--- src/rtl/faoac_pkg.sv ---
// ----------------------------------------------------------------------------
// faoac_pkg
// Types, register codes, reset values and helpers shared by the alert
// controller.
// ----------------------------------------------------------------------------
`default_nettype none

package faoac_pkg;

    // distance in cm = (echo_us * 1124) >> 16, saturated to 400
    localparam logic [10:0] DIST_SCALE = 11'd1124;
    localparam int          DIST_SHIFT = 16;
    localparam logic [8:0]  DIST_MAX   = 9'd400;

    localparam int CFG_ADDR_W = 3;
    localparam int CFG_DATA_W = 32;

    typedef enum logic [CFG_ADDR_W-1:0] {
        CFG_FALL_THRESHOLD_SQ = 3'd0,
        CFG_ECHO_MIN_US       = 3'd1,
        CFG_ECHO_MAX_US       = 3'd2,
        CFG_OBSTACLE_MAX_US   = 3'd3,
        CFG_FALL_VIBE_MS      = 3'd4,
        CFG_TONE_REPEAT_MS    = 3'd5,
        CFG_PULSE_PERIOD_MS   = 3'd6,
        CFG_REFRESH_MS        = 3'd7
    } t_cfg_idx;

    typedef struct packed {
        logic [31:0] fall_threshold_sq;
        logic [15:0] echo_min_us;
        logic [15:0] echo_max_us;
        logic [15:0] obstacle_max_us;
        logic [15:0] fall_vibe_ms;
        logic [15:0] tone_repeat_ms;
        logic [15:0] pulse_period_ms;
        logic [15:0] refresh_ms;
    } t_cfg;

    localparam t_cfg CFG_RESET = '{
        fall_threshold_sq: 32'd7088374,
        echo_min_us:       16'd117,
        echo_max_us:       16'd23323,
        obstacle_max_us:   16'd4664,
        fall_vibe_ms:      16'd1500,
        tone_repeat_ms:    16'd1200,
        pulse_period_ms:   16'd300,
        refresh_ms:        16'd500
    };

    typedef struct packed {
        logic [31:0]        now_ms;
        logic               accel_valid;
        logic signed [15:0] accel_x;
        logic signed [15:0] accel_y;
        logic signed [15:0] accel_z;
        logic               echo_valid;
        logic [15:0]        echo_us;
    } t_item;

    typedef struct packed {
        logic       monitor_refresh;
        logic       path_clear;
        logic       obstacle_repeat;
        logic       obstacle_alarm;
        logic       recovered;
        logic       fall_alarm;
        logic [8:0] distance_cm;
        logic       obstacle_flag;
        logic       fall_flag;
        logic       motor_on;
    } t_result;

    // square of a raw signed sample; -32768 squares to 2^30
    function automatic logic [31:0] sq16(input logic signed [15:0] x);
        logic [15:0] u;
        logic [15:0] mag;
        u   = x;
        mag = u[15] ? (16'(~u) + 16'd1) : u;
        return 32'({16'b0, mag} * {16'b0, mag});
    endfunction

endpackage

`default_nettype wire

--- src/rtl/fall_and_obstacle_alert_controller.sv ---
// Pipeline: input register, then result register, which drives o_m_tvalid.
// Throughput: one transaction per cycle unless the master side stalls; the pass
//   logic updates its state as an item moves from the input register to the
//   result register.
// Reset: synchronous, active low; clears state, valids and loads register
//   reset values.
// ----------------------------------------------------------------------------
// fall_and_obstacle_alert_controller
// Fall and obstacle alert controller: one monitoring pass per stream
// transaction, one result transaction per pass.
// ----------------------------------------------------------------------------
`default_nettype none

module fall_and_obstacle_alert_controller
    import faoac_pkg::*;
(
    input  wire logic                  i_clk,
    input  wire logic                  i_rst_n,
    // configuration write port
    input  wire logic                  i_cfg_we,
    input  wire logic [CFG_ADDR_W-1:0] i_cfg_addr,
    input  wire logic [CFG_DATA_W-1:0] i_cfg_wdata,
    // slave side
    input  wire logic                  i_s_tvalid,
    output logic                       o_s_tready,
    // now_ms[31:0], accel_x[47:32], accel_y[63:48], accel_z[79:64], echo_us[95:80]
    input  wire logic [95:0]           i_s_tdata,
    // accel_valid[0], echo_valid[1]
    input  wire logic [1:0]            i_s_tuser,
    // master side
    output logic                       o_m_tvalid,
    input  wire logic                  i_m_tready,
    // motor_on[0], fall_flag[1], obstacle_flag[2], distance_cm[11:3], fall_alarm[12],
    // recovered[13], obstacle_alarm[14], obstacle_repeat[15], path_clear[16],
    // monitor_refresh[17], zero[23:18]
    output logic [23:0]                o_m_tdata
);

    t_cfg    r_cfg;
    logic    r_in_valid;
    t_item   r_in_item;
    logic    r_out_valid;
    t_result r_out;
    t_result w_result;
    t_item   w_item;
    logic    w_out_free;
    logic    w_fire;
    logic    w_accept;

    assign w_item = '{
        now_ms:      i_s_tdata[31:0],
        accel_valid: i_s_tuser[0],
        accel_x:     i_s_tdata[47:32],
        accel_y:     i_s_tdata[63:48],
        accel_z:     i_s_tdata[79:64],
        echo_valid:  i_s_tuser[1],
        echo_us:     i_s_tdata[95:80]
    };

    assign w_out_free = !r_out_valid || i_m_tready;
    assign w_fire     = r_in_valid && w_out_free;
    assign o_s_tready = !r_in_valid || w_out_free;
    assign w_accept   = i_s_tvalid && o_s_tready;

    assign o_m_tvalid = r_out_valid;
    assign o_m_tdata  = {6'b0, r_out};

    always_ff @(posedge i_clk) begin
        if (!i_rst_n) begin
            r_cfg <= CFG_RESET;
        end else if (i_cfg_we) begin
            unique case (t_cfg_idx'(i_cfg_addr))
                CFG_FALL_THRESHOLD_SQ: r_cfg.fall_threshold_sq <= i_cfg_wdata;
                CFG_ECHO_MIN_US:       r_cfg.echo_min_us       <= i_cfg_wdata[15:0];
                CFG_ECHO_MAX_US:       r_cfg.echo_max_us       <= i_cfg_wdata[15:0];
                CFG_OBSTACLE_MAX_US:   r_cfg.obstacle_max_us   <= i_cfg_wdata[15:0];
                CFG_FALL_VIBE_MS:      r_cfg.fall_vibe_ms      <= i_cfg_wdata[15:0];
                CFG_TONE_REPEAT_MS:    r_cfg.tone_repeat_ms    <= i_cfg_wdata[15:0];
                CFG_PULSE_PERIOD_MS:   r_cfg.pulse_period_ms   <= i_cfg_wdata[15:0];
                CFG_REFRESH_MS:        r_cfg.refresh_ms        <= i_cfg_wdata[15:0];
            endcase
        end
    end

    // input register: refill as the held transaction moves on
    always_ff @(posedge i_clk) begin
        if (!i_rst_n) begin
            r_in_valid <= 1'b0;
        end else if (w_accept) begin
            r_in_valid <= 1'b1;
        end else if (w_fire) begin
            r_in_valid <= 1'b0;
        end
    end

    always_ff @(posedge i_clk) begin
        if (w_accept) begin
            r_in_item <= w_item;
        end
    end

    faoac_pass u_pass (
        .i_clk    (i_clk),
        .i_rst_n  (i_rst_n),
        .i_fire   (w_fire),
        .i_item   (r_in_item),
        .i_cfg    (r_cfg),
        .o_result (w_result)
    );

    // result register: hold while the master side stalls
    always_ff @(posedge i_clk) begin
        if (!i_rst_n) begin
            r_out_valid <= 1'b0;
        end else if (w_fire) begin
            r_out_valid <= 1'b1;
        end else if (i_m_tready) begin
            r_out_valid <= 1'b0;
        end
    end

    always_ff @(posedge i_clk) begin
        if (w_fire) begin
            r_out <= w_result;
        end
    end

endmodule

`default_nettype wire

--- src/rtl/faoac_pass.sv ---
// ----------------------------------------------------------------------------
// faoac_pass
// Alert state and one monitoring pass: free fall test, echo range and
// distance, edge events, timers and vibration drive.
// ----------------------------------------------------------------------------
`default_nettype none

module faoac_pass
    import faoac_pkg::*;
(
    input  wire logic    i_clk,
    input  wire logic    i_rst_n,
    input  wire logic    i_fire,
    input  wire t_item   i_item,
    input  wire t_cfg    i_cfg,
    output t_result      o_result
);

    logic        r_fall,        n_fall;
    logic        r_obs,         n_obs;
    logic [8:0]  r_dist,        n_dist;
    logic [31:0] r_vibe_end,    n_vibe_end;
    logic [31:0] r_last_tone,   n_last_tone;
    logic [31:0] r_last_toggle, n_last_toggle;
    logic [31:0] r_last_refresh, n_last_refresh;
    logic        r_phase,       n_phase;
    logic        r_motor,       n_motor;

    logic [31:0] w_sum;
    logic [26:0] w_prod;
    logic [10:0] w_dist_raw;
    logic        w_in_window;
    logic [31:0] w_now;

    assign w_now      = i_item.now_ms;
    assign w_sum      = sq16(i_item.accel_x) + sq16(i_item.accel_y) + sq16(i_item.accel_z);
    assign w_prod     = 27'(i_item.echo_us) * 27'(DIST_SCALE);
    assign w_dist_raw = w_prod[26:DIST_SHIFT];
    assign w_in_window = (i_item.echo_us >= i_cfg.echo_min_us) &&
                         (i_item.echo_us <= i_cfg.echo_max_us);

    always_comb begin
        n_fall         = r_fall;
        n_obs          = r_obs;
        n_dist         = r_dist;
        n_vibe_end     = r_vibe_end;
        n_last_tone    = r_last_tone;
        n_last_toggle  = r_last_toggle;
        n_last_refresh = r_last_refresh;
        n_phase        = r_phase;
        n_motor        = r_motor;
        o_result       = '0;

        if (i_item.accel_valid) begin
            n_fall = w_sum < i_cfg.fall_threshold_sq;
        end

        if (i_item.echo_valid) begin
            if (w_in_window) begin
                n_dist = (w_dist_raw > 11'(DIST_MAX)) ? DIST_MAX : w_dist_raw[8:0];
                n_obs  = i_item.echo_us <= i_cfg.obstacle_max_us;
            end else begin
                n_dist = '0;
                n_obs  = 1'b0;
            end
        end

        if (n_fall && !r_fall) begin
            o_result.fall_alarm = 1'b1;
            n_vibe_end          = w_now + 32'(i_cfg.fall_vibe_ms);
        end else if (!n_fall && r_fall) begin
            o_result.recovered = 1'b1;
        end

        if (n_obs) begin
            if (!r_obs) begin
                o_result.obstacle_alarm = 1'b1;
                n_last_tone             = w_now;
            end else if ((w_now - r_last_tone) >= 32'(i_cfg.tone_repeat_ms)) begin
                o_result.obstacle_repeat = 1'b1;
                n_last_tone              = w_now;
            end
        end else if (r_obs) begin
            o_result.path_clear = 1'b1;
        end

        if (!n_obs && !n_fall && ((w_now - r_last_refresh) >= 32'(i_cfg.refresh_ms))) begin
            o_result.monitor_refresh = 1'b1;
            n_last_refresh           = w_now;
        end

        // steady drive wins over obstacle pulsing; plain unsigned compare
        if (w_now < n_vibe_end) begin
            n_motor = 1'b1;
        end else if (n_obs) begin
            if ((w_now - r_last_toggle) >= 32'(i_cfg.pulse_period_ms)) begin
                n_last_toggle = w_now;
                n_phase       = !r_phase;
                n_motor       = !r_phase;
            end
        end else begin
            n_motor = 1'b0;
            n_phase = 1'b0;
        end

        o_result.motor_on      = n_motor;
        o_result.fall_flag     = n_fall;
        o_result.obstacle_flag = n_obs;
        o_result.distance_cm   = n_dist;
    end

    always_ff @(posedge i_clk) begin
        if (!i_rst_n) begin
            r_fall         <= 1'b0;
            r_obs          <= 1'b0;
            r_dist         <= '0;
            r_vibe_end     <= '0;
            r_last_tone    <= '0;
            r_last_toggle  <= '0;
            r_last_refresh <= '0;
            r_phase        <= 1'b0;
            r_motor        <= 1'b0;
        end else if (i_fire) begin
            r_fall         <= n_fall;
            r_obs          <= n_obs;
            r_dist         <= n_dist;
            r_vibe_end     <= n_vibe_end;
            r_last_tone    <= n_last_tone;
            r_last_toggle  <= n_last_toggle;
            r_last_refresh <= n_last_refresh;
            r_phase        <= n_phase;
            r_motor        <= n_motor;
        end
    end

endmodule

`default_nettype wire

--- config.mk ---
export PLATFORM = sky130hd
export DESIGN_NAME = fall_and_obstacle_alert_controller
export DESIGN_NICKNAME = d
export VERILOG_FILES = /design/src/rtl/faoac_pkg.sv /design/src/rtl/fall_and_obstacle_alert_controller.sv /design/src/rtl/faoac_pass.sv
export SDC_FILE = /design/constraint.sdc
export NUM_CORES = 2
export LEC_CHECK = 0
export BUFFER_PORTS_ARGS = -buffer_cell sky130_fd_sc_hd__buf_2
export CAP_MARGIN = 20
export CORE_MARGIN = 5
export CORE_UTILIZATION = 65
export CTS_BUF_LIST = sky130_fd_sc_hd__clkbuf_8
export CTS_CLUSTER_DIAMETER = 120
export CTS_CLUSTER_SIZE = 14
export DETAILED_ROUTE_END_ITERATION = 8
export PLACE_DENSITY = 0.87
export SLEW_MARGIN = 5
export SYNTH_ARGS = -nofsm -noshare
export SYNTH_HDL_FRONTEND = slang
export SYNTH_SLANG_ARGS = --single-unit
export TNS_END_PERCENT = 20
--- constraint.sdc ---
create_clock -name i_clk -period 30 [get_ports i_clk]
set_input_delay 3 -clock i_clk [delete_from_list [all_inputs] [get_ports i_clk]]
set_output_delay 3 -clock i_clk [all_outputs]
set_load 0.005 [all_outputs]
Word-level counts from Yosys, hierarchy flattened
Index checks and enable logic that the tools add are counted.
Operators by class
  add/subtract/negate cells: 9
  muxes and demuxes: 27
  equal/unequal tests: 9
  $mul: 4
  reduce and logical (&&, ||, !) cells: 31
  magnitude comparators: 9
  bitwise logic cells: 4
Operators by type and width (count)
  >= comparator 32 x 16 -> 1 bit: 3
  multiplier 16 x 16 -> 32 bit: 3
  2-to-1 mux 32 bit: 3
  subtractor 32 bit: 3
  adder 32 bit: 2
  less-than comparator 32 bit: 2
  adder 16 x 1 -> 16 bit (second input constant): 3
  2-to-1 mux 16 bit: 3
  inverter 16 bit: 3
  adder 32 x 16 -> 32 bit: 1
  less-or-equal comparator 16 bit: 2
  2-to-1 mux 9 bit: 3
  multiplier 16 x 9 -> 25 bit (second input constant): 1
  AND reduction 2 bit: 10
  2-to-1 mux 1 bit: 18
  >= comparator 16 bit: 1
  == test 3 bit (second input constant): 4
  greater-than comparator 11 x 9 -> 1 bit (second input constant): 1
  logical AND 1 bit: 7
  == test 3 x 2 -> 1 bit (second input constant): 2
  zero test 1 bit: 6
  AND reduction 3 bit: 2
  != test 2 bit (second input constant): 2
  AND reduction 4 bit: 1
  5 further kinds: 7
Storage, ports and cells
  bits of input ports: 138
  word-level logic and storage cells: 129
  bits in registers: 403

Depth between registers and ports, before layout
  depth after elaboration: 13
  mapped depth: 60
  gate-level depth less buffers: 55

By module
A second synthesis with hierarchy kept.
Unflattened totals
  cells, all modules: 5424
  area total of the unflattened synthesis: 49444.9 um2
By module, submodules not included
  faoac_pass: seq. area each 2822.7 um2, area each 40264.9 um2, cells an instance 4759, instances 1
  fall_and_obstacle_alert_controller: seq. area each 6406.1 um2, area each 9180.1 um2, cells an instance 665, instances 1

Least setup slack after synthesis
OpenSTA, ideal clock, no wires.
  path kind: register to register
  start: reg r_in_item[53] in the netlist's numbering
  end: reg u_pass.r_last_toggle[10]
  cell stages (with the launch flop): 53
  arrival: 13.495 ns
  period minus slack after synthesis: 13.621 ns
  required time: 29.874 ns
  setup time: 0.126 ns
  slack: 16.379 ns
  cells stage by stage: edfxtp_1 or4_1 or3_1 or4_1 or2_2 nand2_1 xnor2_1 clkbuf_1 nand2_1 fa_1 fa_1 inv_1 fa_1 inv_1 fa_1 fa_1 inv_1 fa_1 (+17 left out) o32ai_1 or3_1 clkbuf_1 inv_1 clkbuf_1 buf_1 clkbuf_1 nand2_1 o21ai_0 ha_1 nand4_1 nor4_1 o211a_1 a21oi_1 nand3_1 nand3_1 buf_2 mux2i_1
On the way
  longest elaborated chain between the ends: 13
Ends and longest elaborated chain
  start, declared: RTL line fall_and_obstacle_alert_controller.sv:41  | t_item r_in_item;
  start signal, assigned: RTL line fall_and_obstacle_alert_controller.sv:98  | r_in_item <= w_item;
  inverter 16 bit: RTL line faoac_pkg.sv:79  | mag = u[15] ? (16'(~u) + 16'd1) : u;
  adder 16 x 1 -> 16 bit: RTL line faoac_pkg.sv:79
  2-to-1 mux 16 bit (*): RTL line faoac_pkg.sv:79
  multiplier 16 x 16 -> 32 bit (*): RTL line faoac_pkg.sv:80  | return 32'({16'b0, mag} * {16'b0, mag});
  adder 32 bit (*) (2 in a row): RTL line faoac_pass.sv:36  | assign w_sum = sq16(i_item.accel_x) + sq16(i_item.accel_y) + sq16(i_item.accel_z);
  less-than comparator 32 bit (*): RTL line faoac_pass.sv:55  | n_fall = w_sum < i_cfg.fall_threshold_sq;
  2-to-1 mux 1 bit (*): RTL line faoac_pass.sv:54  | if (i_item.accel_valid) begin
  logical AND 1 bit (*): RTL line faoac_pass.sv:68  | if (n_fall && !r_fall) begin
  2-to-1 mux 32 bit (*): RTL line faoac_pass.sv:68
  less-than comparator 32 bit (*): RTL line faoac_pass.sv:93  | if (w_now < n_vibe_end) begin
  inverter 1 bit (no source line) (*)
  AND reduction 4 bit (no source line) (*)
  end signal, assigned: RTL line faoac_pass.sv:129  | r_last_toggle <= n_last_toggle;
  end, declared: RTL line faoac_pass.sv:24  | logic [31:0] r_last_toggle, n_last_toggle;
Mark *: on every way between the ends. The rest lies on a longest branch, timed or not.
A chain may end at the register's enable or synchronous reset.

Final worst setup path
  start: reg r_in_item[49] in the netlist's numbering
  end: reg u_pass.r_phase
On the way
  longest elaborated chain between the ends: 13
Ends and longest elaborated chain
  inverter 16 bit: RTL line faoac_pkg.sv:79
  adder 16 x 1 -> 16 bit: RTL line faoac_pkg.sv:79
  2-to-1 mux 16 bit (*): RTL line faoac_pkg.sv:79
  multiplier 16 x 16 -> 32 bit (*): RTL line faoac_pkg.sv:80
  adder 32 bit (*) (2 in a row): RTL line faoac_pass.sv:36
  less-than comparator 32 bit (*): RTL line faoac_pass.sv:55
  2-to-1 mux 1 bit (*): RTL line faoac_pass.sv:54
  logical AND 1 bit (*): RTL line faoac_pass.sv:68
  2-to-1 mux 32 bit (*): RTL line faoac_pass.sv:68
  less-than comparator 32 bit (*): RTL line faoac_pass.sv:93
  inverter 1 bit (no source line) (*)
  AND reduction 3 bit (no source line) (*)
  end signal, assigned: RTL line faoac_pass.sv:131  | r_phase <= n_phase;
  end, declared: RTL line faoac_pass.sv:26  | logic r_phase, n_phase;
Marks and branches as above.

==> summary.txt <==
Run status
  • Status: finished, final reports clean

Route
  • Post-Route WL: 129000 microns
  • DR pass1 iterations: 6
  • DRC viols: 0
  • Total vias in the final route: approximately 39000
  • DR vias/cell: 5.86
  • Final antenna-violating net count: 0
  • First DRT Iteration DRCs: a little under 4000
  • Wire per inst: 19.7 microns

Critical path
  • Crit end category: register
  • Crit path buf inv count: 9
  • Most common cell on crit path: fa_1
  • Critical path's largest stage delay: 0.80 ns
  • Reg2reg setup slack: around 14 ns
  • FF-to-FF Start: r_in_item[49]$_DFFE_PP_
  • Reg-to-Reg End: u_pass.r_phase$_SDFFE_PN0P_
  • Worst Setup Start Kind: register
  • CP Data Arrival Time: 16.31 ns
  • Worst Reg-to-Reg Cells: 49
  • Setup CP Type: reg2reg
  • Crit path max-delay cell type: clkinv_1
  • Crit path max-delay family: adder cells
  • CP max FO: 46
  • CP required: ~30 ns

STA
  • FMAX: 63.4 MHz
  • Fin. Hold Viols: 0
  • RSZ-0062 raised after global routing: no
  • Hold_ws: roughly 0.46 ns
  • Setup violations, final: 0
  • Relative slew slack: 23.1%
  • Final Max Slew Viols: 0
  • Period utilisation layout: 52.5%
  • Setup_tns: 0 ns
  • Worst-margin pin slew: 1.15 ns
  • Minimum clock period: 15.76 ns
  • Clock Skews: 0.0768 ns

Synthesis
  • Sequential fraction of the synthesis area: 18.9%
  • Mapped Cells: 5469
  • Syn avg cell area: 8.92 sq um
  • Post-synth EDFFs: approximately 120
  • Main synth FF type: dfxtp_1
  • Synth unique cells: 94
  • Seq cells post-synth: 403
  • Warnings, synthesis: 0
  • Post-synth ARST share: 0%
  • Post-Syn Area: 0.0488 sq mm

Global routing
  • Total gr overflow: 0
  • Vias in the first global route: 39920
  • Gr usage total: 31.9%
  • First-pass GRT wire length: roughly 210000 microns
  • Largest net degree at the start of global routing: 86
  • Initial antenna violation count: 3

Placed design
  • IO buf count: ~160
  • Dpl hpwl: 106000 microns
  • RePlAce Congestion: between 0.9 and 1
  • Cells after DPL: roughly 6500

Worst hold path
  • Min-Delay Path Depth: 2
  • Hold path start: r_cfg[104]$_SDFFE_PN0P_
  • Worst Hold Class: reg2reg
  • Worst Hold End: r_cfg[104]$_SDFFE_PN0P_

Layout
  • FF/Latch Area: ~0.009 sq mm
  • # fillers: 5636
  • Multi-input gate area: 0.0347 sq mm
  • Final Non-Filler Cells: 6579
  • Number of nets in the layout: 6949
  • Fraction of layout cells with a size suffix above 1: 5.33%
  • Finished Core Util: 68.8%
  • Synth-to-Final Area Change: 4.93%

Run
  • Number of max-cap violations: 0

CTS
  • Post-CTS Setup Bufs: 0
  • Inserted Clock Buffers: 36
  • PostCTS Resize Cnt: 0
  • Clk sinks: 403
  • Worst-path clk slew: 0.10 ns
  • CTS tree: built
  • Worst skew pair latency: 0.70 ns
  • CTS hold repair buffers: 0
  • H-tree lvl count: 2
  • CTS Buffer Depth: 3
  • Clock root buffer master: clkbuf_8

Floorplanning
  • Core area: between 0.07 and 0.08 sq mm
  • Die height: 284 microns
  • Core Rows: 100
  • Die Wd: between 200 and 300 microns
  • Ports: 164
  • Die area: 0.0806 sq mm
  • Initial Utilization: 65.5%
==> how the worst max path moves through the flow <==
| stage | from | end | slack, ns | cells after the start |
|---|---|---|---|---|
| final | r_in_item[49]$_DFFE_PP_ | u_pass.r_phase$_SDFFE_PN0P_ | 14.24 | 49 |
| after global routing | r_in_item[49]$_DFFE_PP_ | u_pass.r_last_toggle[30]$_SDFFE_PN0P_ | 13.40 | 48 |
| after CTS | r_in_item[33]$_DFFE_PP_ | u_pass.r_phase$_SDFFE_PN0P_ | 14.57 | 48 |
| after detailed placement | r_in_item[33]$_DFFE_PP_ | u_pass.r_phase$_SDFFE_PN0P_ | 14.72 | 48 |
| after global placement | r_in_item[33]$_DFFE_PP_ | u_pass.r_phase$_SDFFE_PN0P_ | 15.23 | 48 |
| after floorplan | r_in_item[53]$_DFFE_PP_ | u_pass.r_last_toggle[10]$_SDFFE_PN0P_ | 16.38 | 52 |
==> sequential cells by signal (all words and copies together), names as in the netlist, 9 cells and up <==
name                   flops
u_pass.r_dist              9
r_cfg                    144
u_pass.r_last_refresh     32
u_pass.r_last_tone        32
r_in_item                 98
u_pass.r_last_toggle      32
o_m_tdata                 18
u_pass.r_vibe_end         32
==> logic make-up after synthesis <==
family | count (synthesis) | share of synthesized area, %
xor+xnor | 195 | 3.50
mux | 126 | 2.60
other cells | 2 | 0.0154
flops | 403 | 18.9
compound gates | 823 | 11.1
simple gates | 1384 | 12.3
buf+inv | 1309 | 10.3
fa+ha+maj | 1227 | 41.2
==> cell usage in the layout (no fill, tap or decap), types with 18 or more instances in the layout <==
master,Yosys,layout
nand3_1,67,66
nor2b_1,20,20
ha_1,592,592
dfxtp_1,287,287
mux2i_1,122,122
or2_2,18,18
and3_1,36,36
xnor2_1,117,117
or3_1,18,18
conb_1,2,44
buf_2,8,156
clkbuf_8,0,38
edfxtp_1,116,116
a21oi_1,274,274
a21o_1,110,110
o211ai_1,57,57
o21a_1,23,23
fa_1,635,635
o31ai_1,22,22
inv_1,1129,1145
buf_4,6,38
xor2_1,78,78
nand4_1,43,43
nor3_1,48,46
nor2_1,374,373
a211oi_1,52,52
nand2b_1,46,46
o21ai_0,121,121
nand2_1,656,655
==> through the flow <==
stage / cell area (sq um) / worst slack, ns
4_1_cts: 51200 / 14.57
3_5_place_dp: 50500 / 14.72
5_1_grt: 51200 / 13.40
3_3_place_gp: 50500 / 15.23
6_report: 51200 / 14.24
2_1_floorplan: 48900 / 16.38
==> area by class of cell <==
cell class / instances / area share (%)
antenna: 3 / 0.0147
clock buffer: 38 / 1.02
clock inverter: 23 / 0.247
inverter: 1149 / 8.43
multi-input combinational: 3799 / 67.8
sequential: 403 / 18.0
tap: 969 / 2.37
timing repair buffer: 195 / 2.10
==> synth_stat cells, types with 17 or more instances <==
library cell / number / share of area (%)
ha_1: 592 / 15
a21oi_1: 274 / 2.8
fa_1: 635 / 26
nand2_1: 656 / 5.0
edfxtp_1: 116 / 7.1
xnor2_1: 117 / 2.1
o211ai_1: 57 / 0.88
o21ai_0: 121 / 1.2
xor2_1: 78 / 1.4
nor2_1: 374 / 2.9
o31ai_1: 22 / 0.34
mux2i_1: 122 / 2.5
a21o_1: 110 / 1.7
nor2b_1: 20 / 0.26
dfxtp_1: 287 / 12
nor3_1: 48 / 0.49
and3_1: 36 / 0.46
nand3_1: 67 / 0.69
or2_2: 18 / 0.23
a211oi_1: 52 / 0.80
inv_1: 1129 / 8.7
clkbuf_1: 123 / 0.95
or3_1: 18 / 0.23
nand2b_1: 46 / 0.59
nand4_1: 43 / 0.55
o21a_1: 23 / 0.35
a31oi_1: 17 / 0.22
==> per-layer routing <==
metal	global-route usage (%)	up-vias	routed length, microns
met5	0	-	0
met4	15.3	0	7550
met3	5.90	435	12200
met2	52.3	1809	60500
met1	41.1	18574	49200
li1	-	17767	-
==> tightest hold or removal path, delay by kind of cell (launching register included) <==
kind | cells | cell delay (ns)
flops | 1 | 0.32
simple gates | 1 | 0.05
compound gates | 1 | 0.05
Power is not shown: default switching activity piles up to over one toggle a cycle in this logic, so the estimate is an artifact.
